`src/rtl/core/cqm_pkg.sv`:
```
// ----------------------------------------------------------------------------
// cqm_pkg
// Shared types and constants for the circular queue with running maximum.
// ----------------------------------------------------------------------------
package cqm_pkg;

   localparam int CQM_DEPTH = 128;
   localparam int WORD_W    = 32;
   localparam int STATUS_W  = 2;
   localparam int ITEM_W    = 7;

   localparam logic signed [WORD_W-1:0] WORD_MIN = {1'b1, {(WORD_W-1){1'b0}}};

   // operation codes
   localparam logic OP_ENQ = 1'b0;
   localparam logic OP_DEQ = 1'b1;

   // result status codes
   localparam logic [STATUS_W-1:0] RS_OK    = 2'd0;
   localparam logic [STATUS_W-1:0] RS_FULL  = 2'd1;
   localparam logic [STATUS_W-1:0] RS_EMPTY = 2'd2;

   typedef struct packed {
      logic                     kind;
      logic signed [WORD_W-1:0] value;
   } req_type;

   typedef struct packed {
      logic signed [WORD_W-1:0] removed_word;
      logic [STATUS_W-1:0]      status;
      logic [ITEM_W-1:0]        item_count;
      logic signed [WORD_W-1:0] largest_word;
      logic                     is_empty;
   } rsp_type;

   typedef enum logic [1:0] {
      ST_IDLE,
      ST_ENQ_CHK,
      ST_ENQ_CMP,
      ST_DEQ_FIN
   } state_type;

endpackage

```
`src/rtl/core/cqm_mem.sv`:
```
// ----------------------------------------------------------------------------
// cqm_mem
// Simple dual-port synchronous RAM: one write port, one registered read port.
// ----------------------------------------------------------------------------
module cqm_mem
   import cqm_pkg::*;
#(
   parameter int WIDTH = WORD_W,
   parameter int DEPTH = CQM_DEPTH,
   localparam int AW   = (DEPTH > 1) ? $clog2(DEPTH) : 1
) (
   input  logic             clock,
   input  logic             wr_en,
   input  logic [AW-1:0]    wr_addr,
   input  logic [WIDTH-1:0] wr_data,
   input  logic [AW-1:0]    rd_addr,
   output logic [WIDTH-1:0] rd_data
);

   logic [WIDTH-1:0] mem [DEPTH];
   logic [WIDTH-1:0] rd_data_ff;

   always_ff @(posedge clock) begin
      if (wr_en) begin
         mem[wr_addr] <= wr_data;
      end
      rd_data_ff <= mem[rd_addr];
   end

   assign rd_data = rd_data_ff;

endmodule

```
`config.mk`:
```
export PLATFORM = sky130hd
export DESIGN_NAME = cqm_mem
export DESIGN_NICKNAME = d
export VERILOG_FILES = /design/src/rtl/core/cqm_pkg.sv /design/src/rtl/core/cqm_mem.sv
export SDC_FILE = /design/constraint.sdc
export NUM_CORES = 2
export LEC_CHECK = 0
export BUFFER_PORTS_ARGS = -buffer_cell sky130_fd_sc_hd__buf_4
export CORE_MARGIN = 2
export CORE_UTILIZATION = 37
export DETAILED_ROUTE_END_ITERATION = 10
export GPL_TIMING_DRIVEN = 0
export SLEW_MARGIN = 10
export SYNTH_ARGS = -nofsm -noshare
export SYNTH_HDL_FRONTEND = slang
export SYNTH_SLANG_ARGS = --single-unit
```
`constraint.sdc`:
```
create_clock -name clock -period 8.1 [get_ports clock]
set_input_delay 0.81 -clock clock [delete_from_list [all_inputs] [get_ports clock]]
set_output_delay 0.81 -clock clock [all_outputs]
set_load 0.05 [all_outputs]
```
# Word level (Yosys, flattened, before mapping)

Memory sizes are Yosys's and may differ from the RTL's. A register that Yosys moved wholly into a read port is not among the register bits.
Index checks and enable logic that the tools add are counted.

Memory bits (writable): 4096
Flip-flop bits (word level): 0
Logic and storage cells: 3
Output and inout bits: 32
Input port bits: 48
Memories: 1

Mux-type cells: 2

Memory list:

| memory | depth | width | rd ports | clocked after Yosys merged registers in | write ports | line          | RTL |
|---|---|---|---|---|---|---|---|
| mem    | 128   | 32    | 1        | 1                                       | 1           | cqm_mem.sv:20 | `logic [WIDTH-1:0] mem [DEPTH];` |

Operator list:

| cell              | number |
|---|---|
| two-way mux 1 bit | 2 |

# Depth between registers and ports, before layout

Depth in word-level cells: 2
Mapped depth: 8
Gate-level depth less buffers: 4

# Worst setup path before layout

Ideal clock, no wire load.

Kind: input port to flip-flop
Start: in wr_en
End: mem mem[98][0] in the netlist's numbering, enable pin
Buffers on the path: 1
Library setup time: 0.461 ns
Data arrival time: 3.588 ns
Stages on the path: 3
Slack: 4.051 ns
Required time: 7.639 ns
Cells stage by stage: clkbuf_1 > nand4_1 > nor3_1

Longest elaborated chain between the ends: 2

Ends and longest elaborated chain:

| what                                    | line          | RTL |
|---|---|---|
| from (decl)                             | cqm_mem.sv:13 | `input logic wr_en,` |
| two-way mux 1 bit                       | cqm_mem.sv:24 | `if (wr_en) begin` |
| two-way mux 1 bit (implied by the code) | cqm_mem.sv:25 | `mem[wr_addr] <= wr_data;` |
| to (decl)                               | cqm_mem.sv:20 |  |

No other way between the ends.

==> impl_metrics.py <==
metrics = {
    "min_path": {
        "worstHoldStart": "wr_data[30]",
        "hold_class": "input port to register",
    },
    "sta": {
        "setup_viol": 0,
        "slew_violations": 0,
        "relSlewSlack_pct": 1.46,
        "rsz0062_at_grt": "no",
        "skew_ps": 27.5,
        "period_share_pct": 53.2,
        "hold_viol_final": 0,
        "max_freq_mhz": 232,
        "worst_slack_ps": 3790,
        "holdWs_ps": 176,
        "min_period_ps": 4310,
        "tns_ps": 0,
        "worst-slew-pin-transition_ps": 1480,
    },
    "place": {
        "place_congestion": 0.878,
        "port_buffers": 68,
        "dpl.hpwl_um": 277000,
        "pre_cts_ws_ps": 2760,
    },
    "clock_network": {
        "hold_buffers": 0,
        "clk_path_buf_depth": 4,
        "root_buffer": "clkbuf_16",
        "numCtsBuffers": 401,
        "clk_pin_slew_ps": 60,
        "h-tree-depth": 5,
        "clock_latency_ps": 950,
        "cts.sinks": 4128,
        "cts_setup_buffers": 0,
        "cts_tree": "done",
        "cts_resized": 0,
    },
    "finish": {
        "final_nets": 6715,
        "multi_input_area_um2": 32300,
        "seq_area_um2": 124000,
        "area_delta_synth_final_pct": 17.0,
        "nFillCells": 35025,
        "final_core_util_pct": 43.5,
        "drive_gt1_share_pct": 35.8,
        "final_cell_mix": "edfxtp_1 (4,096), mux4_2 (1,344), clkbuf_16 (403), clkbuf_1 (217), nor2_4 (119)",
        "final_common_cell": "edfxtp_1",
    },
    "power": {
        "p_int_mw": 35.2,
        "max-vdd-ir-drop_mv": 0.177,
        "clkPwrFrac_pct": 41.8,
        "pwr-share-comb_pct": 5.8,
        "pwr-share-seq_pct": 52.5,
        "net-switching-power_mw": 9.81,
        "p_per_area_nw_per_um2": 246,
        "power_switching_share_pct": 21.8,
        "power_leakage_nw": 55.4,
        "total_power_mw": 45.0,
    },
    "floorplanning": {
        "start_util_pct": 37.2,
        "pin_count": 80,
        "rows": 238,
        "coreArea_um2": 420000,
        "dieWidth_um": 654,
        "dieArea_um2": 428000,
        "fp.dieH_um": 654,
    },
    "run_status": {
        "status": "finished, final reports clean",
    },
    "yosys": {
        "syn_nets": 6038,
        "synth_top_area_cell": "edfxtp_1",
        "avgSynthCellArea_um2": 26.1,
        "synthDistinctLibCells": 17,
        "ys_seq_area_share_pct": 79.1,
        "synth-seq-cells": 4128,
        "ys_warn_count": 0,
        "ys_top_cells_by_area": "edfxtp_1 (79%), mux4_2 (19%), clkbuf_1 (0.44%), dfxtp_1 (0.41%), nor2_1 (0.29%)",
        "yosys.area.top_type_share_pct": 78.7,
        "synth_area_um2": 156000,
        "syn_inst": 5990,
    },
    "critical_path": {
        "timing.critical_path.buf_inv": 4,
        "crit_family": "multiplexers",
        "crit_required_ps": 8920,
        "critical_path_arrival_ps": 5130,
        "cp-startpoint": "rd_addr[2]",
        "worstPathCellList": "clkbuf_1 -> buf_2 -> clkbuf_2 -> clkbuf_1 -> mux4_2 -> mux4_2 -> mux4_2 -> mux2_2",
        "endpoint_kind": "register",
        "critPathMaxStageDelay_ps": 750,
        "startpoint_type": "input port",
        "crit_type": "input port to register",
        "reg2reg_from": "mem[119][19]",
        "path_max_fanout": 10,
        "crit_top_cell": "mux4_2",
        "crit_path_top_delay_cell": "clkbuf_2",
    },
    "run": {
        "maxCapViolations": 0,
    },
    "route": {
        "firstDrtPassIters": 5,
        "drc": 0,
        "dr.first_iter.drc_count": 10070,
        "avgRoutedWirePerCell_um": 32.6,
        "vias": 70822,
        "wirelength_um": 415000,
        "vias_per_cell": 5.56,
        "antenna_left": 0,
    },
    "global_routing": {
        "gr-total-overflow": 0,
        "grt_usage_pct": 19.2,
        "antenna_found_initial": 71,
        "grt_max_degree": 129,
        "grt_pass1_wl_um": 570000,
        "grt_pass1_vias": 71828,
    },
}
[cell usage after synthesis (all sizes together)]
| library cell | n |
|---|---|
| edfxtp | 4096 |
| mux4 | 1344 |
| clkbuf | 182 |
| buf | 134 |
| nor2 | 122 |
| dfxtp | 32 |
| mux2 | 32 |
| nand2 | 14 |
| nand3 | 12 |
| nor3 | 9 |
| nor2b | 7 |
| nand4 | 3 |
| nand2b | 2 |
| or3 | 1 |
[layer usage]
layer,global-route usage [%],wire length [um],vias to the layer above
met3,4.22,40400,571
met1,25.7,159000,38949
met4,6.55,14400,12
met2,31.0,202000,3355
met5,0,61,-
li1,-,-,27935
[worst paths after layout]
path                      end  slack (ps)  cells after the start
setup reg to reg  rd_data[19]        5280                      4
setup / recovery  rd_data[12]        3790                      8
hold reg to reg    rd_data[9]        1240                      4
hold / removal    mem[91][30]         180                      1
[per-stage QoR]
step | std cells | instance area, um^2
finish | 12743 | 183000
global placement | 11698 | 164000
CTS | 12624 | 182000
global route | 12723 | 183000
floorplan | 5990 | 156000
detailed placement | 11889 | 169000
[power groups by stage]
stage	Clock (mW)	Sequential [mW]	Combinational, mW
after CTS	19.1	23.6	2.57
after global routing	19.8	23.6	2.68
final	18.8	23.6	2.60
after global placement	0	24.1	2.45
after floorplan	0	24.2	1.14
after detailed placement	0	24.1	2.56
[cell type report]
class | instances | share of cell area, %
flip-flops and latches | 4128 | 67.6
clock inverters | 266 | 1.56
multi-input cells | 1546 | 17.7
repair buffers | 274 | 2.73
clock buffers | 469 | 5.66
well taps | 5640 | 3.86
diodes | 104 | 0.142
plain buffers | 316 | 0.743
[registers in the layout (all words and copies together) (netlist names)]
name     cells
mem       4096
rd_data     32
[cell families after synthesis]
logic type / count (synthesis) / share of synthesized area (%)
flip-flops: 4128 / 79.1
multiplexers: 1376 / 19.6
buffers and inverters: 316 / 0.839
AND/OR/NAND/NOR: 170 / 0.446
[worst register-to-register path: stages (launching register included)]
cell	delay, ps
edfxtp_1	370
mux4_2	490
mux4_2	650
mux4_2	750
mux2_2	420
Note: power is estimated with default switching activity, not from simulation.
